## config.mk

```make
export PLATFORM = sky130hd
export DESIGN_NAME = s2ok_cordic
export DESIGN_NICKNAME = d
export VERILOG_FILES = /design/src/sv/s2ok_pkg.sv /design/src/sv/s2ok_cordic.sv
export SDC_FILE = /design/constraint.sdc
export NUM_CORES = 2
export LEC_CHECK = 0
export BUFFER_PORTS_ARGS = -buffer_cell sky130_fd_sc_hd__buf_2
export CORE_ASPECT_RATIO = 1.2
export CORE_MARGIN = 3
export CORE_UTILIZATION = 30
export DETAILED_ROUTE_END_ITERATION = 10
export GPL_ROUTABILITY_DRIVEN = 0
export SLEW_MARGIN = 0
export SYNTH_ARGS = -nofsm -noshare
export SYNTH_HDL_FRONTEND = slang
export SYNTH_SLANG_ARGS = --single-unit
```

## constraint.sdc

```tcl
create_clock -name clk -period 6.86 [get_ports clk]
set_clock_uncertainty 0.05 [all_clocks]
set_input_delay 1.372 -clock clk [delete_from_list [all_inputs] [get_ports clk]]
set_output_delay 1.372 -clock clk [all_outputs]
set_load 0.01 [all_outputs]
```

## src/sv/s2ok_pkg.sv

```systemverilog
`timescale 1ns / 1ps

package s2ok_pkg;

	localparam int VAL_W = 28;
	localparam int LIN_W = 25;
	localparam int COEF_W = 16;
	localparam int ANG_W = 27;
	localparam int XY_W = 32;

	typedef logic signed [VAL_W-1:0] val_t;
	typedef logic [LIN_W-1:0] lin_tab_t [256];
	typedef logic signed [COEF_W-1:0] coef_t;
	typedef coef_t coef_mat_t [9];

	typedef struct packed {
		logic [7:0] red;
		logic [7:0] green;
		logic [7:0] blue;
	} pixel_t;

	typedef struct packed {
		logic [15:0] lightness;
		logic [14:0] chroma;
		logic [14:0] hue;
	} oklch_t;

	localparam coef_mat_t M_XYZ = '{
		16'sd4124, 16'sd3576, 16'sd1805,
		16'sd2126, 16'sd7152, 16'sd722,
		16'sd193, 16'sd1192, 16'sd9505
	};
	localparam coef_mat_t M_LMS = '{
		16'sd8189, 16'sd3618, -16'sd1288,
		16'sd329, 16'sd9293, 16'sd361,
		16'sd486, 16'sd2621, 16'sd6839
	};
	localparam coef_mat_t M_LAB = '{
		16'sd2104, 16'sd7936, -16'sd40,
		16'sd19779, -16'sd24285, 16'sd4506,
		16'sd259, 16'sd7827, -16'sd8086
	};

	// floor(p / 625) = (p * DIV_M) >> 46 for p < 2^36
	localparam longint unsigned DIV_M = ((64'd1 << 46) + 64'd624) / 64'd625;
	localparam logic [18:0] DIV_MH = 19'(DIV_M >> 18);
	localparam logic [17:0] DIV_ML = 18'(DIV_M);

	localparam logic [21:0] ATAN_Q16 [16] = '{
		22'd2949120, 22'd1740967, 22'd919879, 22'd466945,
		22'd234379, 22'd117266, 22'd58666, 22'd29335,
		22'd14668, 22'd7334, 22'd3667, 22'd1833,
		22'd917, 22'd458, 22'd229, 22'd115
	};
	localparam logic signed [ANG_W-1:0] DEG180 = 27'sd11796480;
	localparam logic signed [ANG_W-1:0] DEG360 = 27'sd23592960;

	localparam int MAT_LAT = 4;
	localparam int CBRT_LAT = 56;
	localparam int SQRT_LAT = 31;
	localparam int HUE_LAT = 18;

	function automatic longint qmul(longint x, longint y);
		return (x * y) >>> 24;
	endfunction

	function automatic longint pow5(longint y);
		longint p;
		p = qmul(y, y);
		p = qmul(p, y);
		p = qmul(p, y);
		return qmul(p, y);
	endfunction

	function automatic lin_tab_t build_lin_tab();
		lin_tab_t tab;
		longint v;
		longint t;
		longint u;
		longint r;
		longint c;
		for (int b = 0; b < 256; b++) begin
			v = (longint'(b) * (64'sd1 <<< 24) + 64'sd127) / 64'sd255;
			if (b <= 10) begin
				tab[b] = LIN_W'(v * 64'sd100 / 64'sd1292);
			end else begin
				t = (v + 64'sd922747) * 64'sd1000 / 64'sd1055;
				u = qmul(t, t);
				r = 0;
				for (int k = 24; k >= 0; k--) begin
					c = r | (64'sd1 <<< k);
					if (pow5(c) <= u) begin
						r = c;
					end
				end
				tab[b] = LIN_W'(qmul(u, r));
			end
		end
		return tab;
	endfunction

	localparam lin_tab_t LIN_TAB = build_lin_tab();

endpackage

```

## src/sv/s2ok_cordic.sv

```systemverilog
`timescale 1ns / 1ps

module s2ok_cordic import s2ok_pkg::*; (
	input  logic clk,
	input  val_t a,
	input  val_t b,
	output logic [14:0] y
);

	localparam int NI = 16;

	logic signed [XY_W-1:0] x_s0, y_s0;
	logic signed [ANG_W-1:0] ang_s0;
	logic zero_s0;

	logic signed [XY_W-1:0] x_s [NI];
	logic signed [XY_W-1:0] y_s [NI];
	logic signed [ANG_W-1:0] ang_s [NI];
	logic zero_s [NI];

	logic signed [ANG_W-1:0] w1, w2;

	always_comb begin
		w1 = (ang_s[NI-1] < 0) ? ang_s[NI-1] + DEG360 : ang_s[NI-1];
		w2 = (w1 >= DEG360) ? w1 - DEG360 : w1;
	end

	always_ff @(posedge clk) begin
		zero_s0 <= (a == '0) && (b == '0);
		if (a < 0) begin
			x_s0 <= -XY_W'(a);
			y_s0 <= -XY_W'(b);
			ang_s0 <= DEG180;
		end else begin
			x_s0 <= XY_W'(a);
			y_s0 <= XY_W'(b);
			ang_s0 <= '0;
		end
		y <= zero_s[NI-1] ? '0 : w2[24:10];
	end

	for (genvar i = 0; i < NI; i++) begin : g_iter
		localparam logic signed [ANG_W-1:0] STEP = ANG_W'(ATAN_Q16[i]);
		logic signed [XY_W-1:0] x_in, y_in;
		logic signed [ANG_W-1:0] ang_in;
		logic zero_in;

		if (i == 0) begin : g_first
			assign x_in = x_s0;
			assign y_in = y_s0;
			assign ang_in = ang_s0;
			assign zero_in = zero_s0;
		end else begin : g_next
			assign x_in = x_s[i-1];
			assign y_in = y_s[i-1];
			assign ang_in = ang_s[i-1];
			assign zero_in = zero_s[i-1];
		end

		always_ff @(posedge clk) begin
			zero_s[i] <= zero_in;
			if (y_in > 0) begin
				x_s[i] <= x_in + (y_in >>> i);
				y_s[i] <= y_in - (x_in >>> i);
				ang_s[i] <= ang_in + STEP;
			end else begin
				x_s[i] <= x_in - (y_in >>> i);
				y_s[i] <= y_in + (x_in >>> i);
				ang_s[i] <= ang_in - STEP;
			end
		end
	end

endmodule

```

==> summary.md <==
| Metric | Value |
|---|---|
| Crit-path most repeated cell | `or3_1` |
| Grt ovf | `0` |
| Start point of the worst min-delay path | `zero_s[7]$_DFF_P_` |
| DRC | `0` |
| Min Tclk post-route | `6.49 ns` |
| HPWL after detailed placement | `232,000 um` |
| Worst reg2reg path endpoint | `x_s[0][222]$_DFF_P_` |
| Share of layout cells above drive strength 1 | `0.0484` |
| Worst r2r src | `y_s[0][182]$_DFF_P_` |
| Layout Nets | `14,007` |
| Final WL | `283,000 um` |
| Slowest stage delay, CP | `0.59 ns` |
| GR Util All Layers | `0.155` |
| Area share of the largest cell type after synthesis | `0.269` |
| Critical Path Start Type | `flop` |
| Core area | `343,000 um2` |
| Pins Over Slew Limit | `0` |
| Syn_area_per_cell | `8.35 um2` |
| Core Rows | `235` |
| Via Count | `87,508` |
| Clk root buf | `clkbuf_16` |
| Vias in the first global route | `85,732` |
| RSZ-0062 raised after global routing | `false` |
| Yosys cell types | `90` |
| Post-synth ARST share | `0` |
| Largest net degree at the start of global routing | `71` |
| Ranking of synthesized cells by area | `dfxtp_1, ha_1, xnor2_1, a21oi_1, xor2_1` |
| Setup Viol. Count Final | `0` |
| Synthesized area | `104,000 um2` |
| Tcrit/Tclk final | `0.946` |
| Sink of the worst hold path | `zero_s[8]$_DFF_P_` |
| CTS Buf Count | `171` |
| Sequential standard cell area | `27,900 um2` |
| Avg WL per Cell | `16.4 um` |
| Worst skew pair latency | `0.86 ns` |
| Reg2reg setup slack | `0.37 ns` |
| Die Width | `543 um` |
| Status | `completed` |
| CP delay by family, top | `simple AND/OR/NAND/NOR gates` |
| Worst EP required | `7.55 ns` |
| Initial Util | `0.303` |
| Slowest cell on the critical path | `o31ai_1` |
| First-pass GRT wire length | `451,000 um` |
| Top_reg_cell synth | `dfxtp_1` |
| H-tree levels | `4` |
| Clk sinks | `1,393` |
| Clock edge transition at the registers on the reported setup and hold paths | `0.05 ns` |
| Synth area leader | `dfxtp_1` |
| Post-Syn Instances | `12,419` |
| Area of the die | `353,000 um2` |
| Final hold vios | `0` |
| Antenna violations before repair | `4` |
| Worst-case reg-to-reg path depth | `22` |
| Fin Setup TNS | `0 ns` |
| #FFs+latches synth | `1,393` |
| Cells on Worst Hold Path | `0` |
| Worst slew pin tran | `0.990 ns` |
| Synth-to-layout area growth | `12.0%` |
| Max Cap Viol | `0` |
| IO Pins | `72` |
| Sequential area share after synthesis | `0.269` |
| Area of the multi-input gates | `72,900 um2` |
| Clock buffer depth | `4` |
| Crit end category | `flop` |
| Fill cells | `35,681` |
| Crit-path cells | `or4_1 -> or3_1 -> nor3_2 -> nand2_1 -> or4_1 -> or3_1 -> nor2b_2 -> inv_2 -> nor2_1 -> xnor2_1 -> ha_1 -> nor2b_1 -> o21ai_0 -> a21boi_0 -> o31ai_1 -> a31oi_1 -> o211a_1 -> a2bb2oi_1 -> nand4_1 -> a31oi_1 -> nor4b_1 -> or3_1` |
| Yosys warns | `0` |
| Remaining antenna violation count | `0` |
| Vias per cell | `5.08` |
| Min-delay worst type | `reg2reg` |
| EDFF count, synth | `0` |
| Top achievable clock speed | `0.154 GHz` |
| Crit path kind | `reg2reg` |
| Relative slew slack | `0.333` |
| First-pass iteration count of the detailed router | `6` |
| Starting DRT DRC Count | `5,081` |
| Crit-path max FO | `12` |
| Worst Path Buf+Inv | `1` |
| IO buf count | `71` |
| CTS tree | `yes` |
| Vert. Die Dim | `650 um` |
| WP data arrival | `7.18 ns` |
[cells by family after synthesis]
| logic type | after synthesis | synth area share |
|---|---|---|
| fa+ha+maj | 1351 | 0.166 |
| buf+inv | 801 | 0.0292 |
| flops | 1393 | 0.269 |
| other cells | 1 | 0.0000362 |
| simple gates | 3422 | 0.161 |
| compound gates | 3703 | 0.226 |
| xor+xnor | 1716 | 0.145 |
| mux | 32 | 0.00311 |
[Yosys cell counts, types with 108 or more instances]
cell and count:
a21o_1 518, a21oi_1 1083, a31oi_1 108, and3_1 115
clkbuf_1 154, dfxtp_1 1393, ha_1 1312, inv_1 602
nand2_1 761, nand2b_1 216, nand3_1 219, nor2_1 1021
nor2b_1 184, nor3_1 270, nor4_1 122, o21a_1 182
o21ai_0 849, o21bai_1 142, o31ai_1 195, or3_1 135
xnor2_1 1162, xor2_1 554
[final cells by class]
type,count,share of cell area
Clock buffer,224,0.0411
Tap cell,4503,0.0485
Antenna cell,3,0.0000647
Sequential cell,1393,0.240
Clock inverter,85,0.0115
Timing Repair Buffer,190,0.0110
Inverter,615,0.0199
Multi-Input combinational cell,10228,0.628
[stage by stage]
step	cell area, um2	cells	hold WS [ns]	worst slack, ns	util
5_1_grt	116000	17239	0.279	0.0123	0.339
6_report	116000	17241	0.271	0.368	0.339
3_3_place_gp	110000	16929	0.261	0.358	0.321
3_5_place_dp	110000	16929	0.262	0.338	0.321
2_1_floorplan	104000	12422	0.260	0.742	-
4_1_cts	116000	17238	0.270	0.302	0.339
[sequential cells by signal, indices dropped and copies added, names as in the netlist]
| name | cells |
|---|---|
| x_s | 434 |
| ang_s0 | 1 |
| g_iter.y_in | 32 |
| y_s | 479 |
| g_iter.x_in | 32 |
| ang_s | 383 |
| g_iter.zero_in | 1 |
| y | 15 |
| zero_s | 16 |
[per-layer routing]
metal	wire, um	GRT usage	vias up
met3	8650	0.0161	683
met4	16300	0.0830	2
met5	13	0	-
li1	-	-	45001
met2	146000	0.297	1684
met1	112000	0.164	40138
[layout by cell type, fill, tap and decap left out, types with 29 or more instances in the layout]
| cell | n |
|---|---|
| xnor2_1 | 1162 |
| a21oi_1 | 1082 |
| buf_4 | 117 |
| and3_1 | 115 |
| nand2_1 | 761 |
| nand3_1 | 219 |
| o31ai_1 | 195 |
| nor3_1 | 270 |
| nor4_1 | 121 |
| xor2_1 | 554 |
| nand2b_1 | 216 |
| inv_1 | 601 |
| a21boi_0 | 58 |
| ha_1 | 1312 |
| clkbuf_1 | 29 |
| and2_1 | 63 |
| o41ai_1 | 75 |
| clkbuf_16 | 176 |
| bufinv_16 | 30 |
| or2_2 | 48 |
| buf_2 | 71 |
| a31oi_1 | 107 |
| o21bai_1 | 140 |
| or4_1 | 69 |
| a211oi_1 | 77 |
| nor2_1 | 1017 |
| o211ai_1 | 43 |
| a21o_1 | 518 |
| or3_1 | 135 |
| fa_1 | 39 |
| a211o_1 | 31 |
| o21ai_0 | 846 |
| o21a_1 | 182 |
| dfxtp_1 | 1393 |
| mux2i_1 | 30 |
| o31a_1 | 33 |
| nand4_1 | 75 |
| nor2b_1 | 177 |
| nand3b_1 | 33 |
[how the worst max path moves through the flow]
stage / start / slack [ns] / end / cells after the start
after CTS: y_s[0][182]$_DFF_P_ / 0.30 / x_s[0][222]$_DFF_P_ / 21
after floorplan: y_s[0][135]$_DFF_P_ / 0.74 / y_s[0][190]$_DFF_P_ / 25
final: y_s[0][182]$_DFF_P_ / 0.37 / x_s[0][222]$_DFF_P_ / 22
after detailed placement: y_s[0][182]$_DFF_P_ / 0.34 / x_s[0][222]$_DFF_P_ / 21
after global routing: y_s[0][182]$_DFF_P_ / 0.01 / x_s[0][217]$_DFF_P_ / 23
after global placement: y_s[0][182]$_DFF_P_ / 0.36 / x_s[0][222]$_DFF_P_ / 21
[what timing repair did]
item | in CTS | in global routing
setup buffers | 0 | 0
setup endpoints to repair | 0 | 12
resized for setup | 0 | 8
hold buffers | 0 | 0
Power is not shown: default switching activity piles up to over one toggle a cycle in this logic, so the estimate is an artifact.
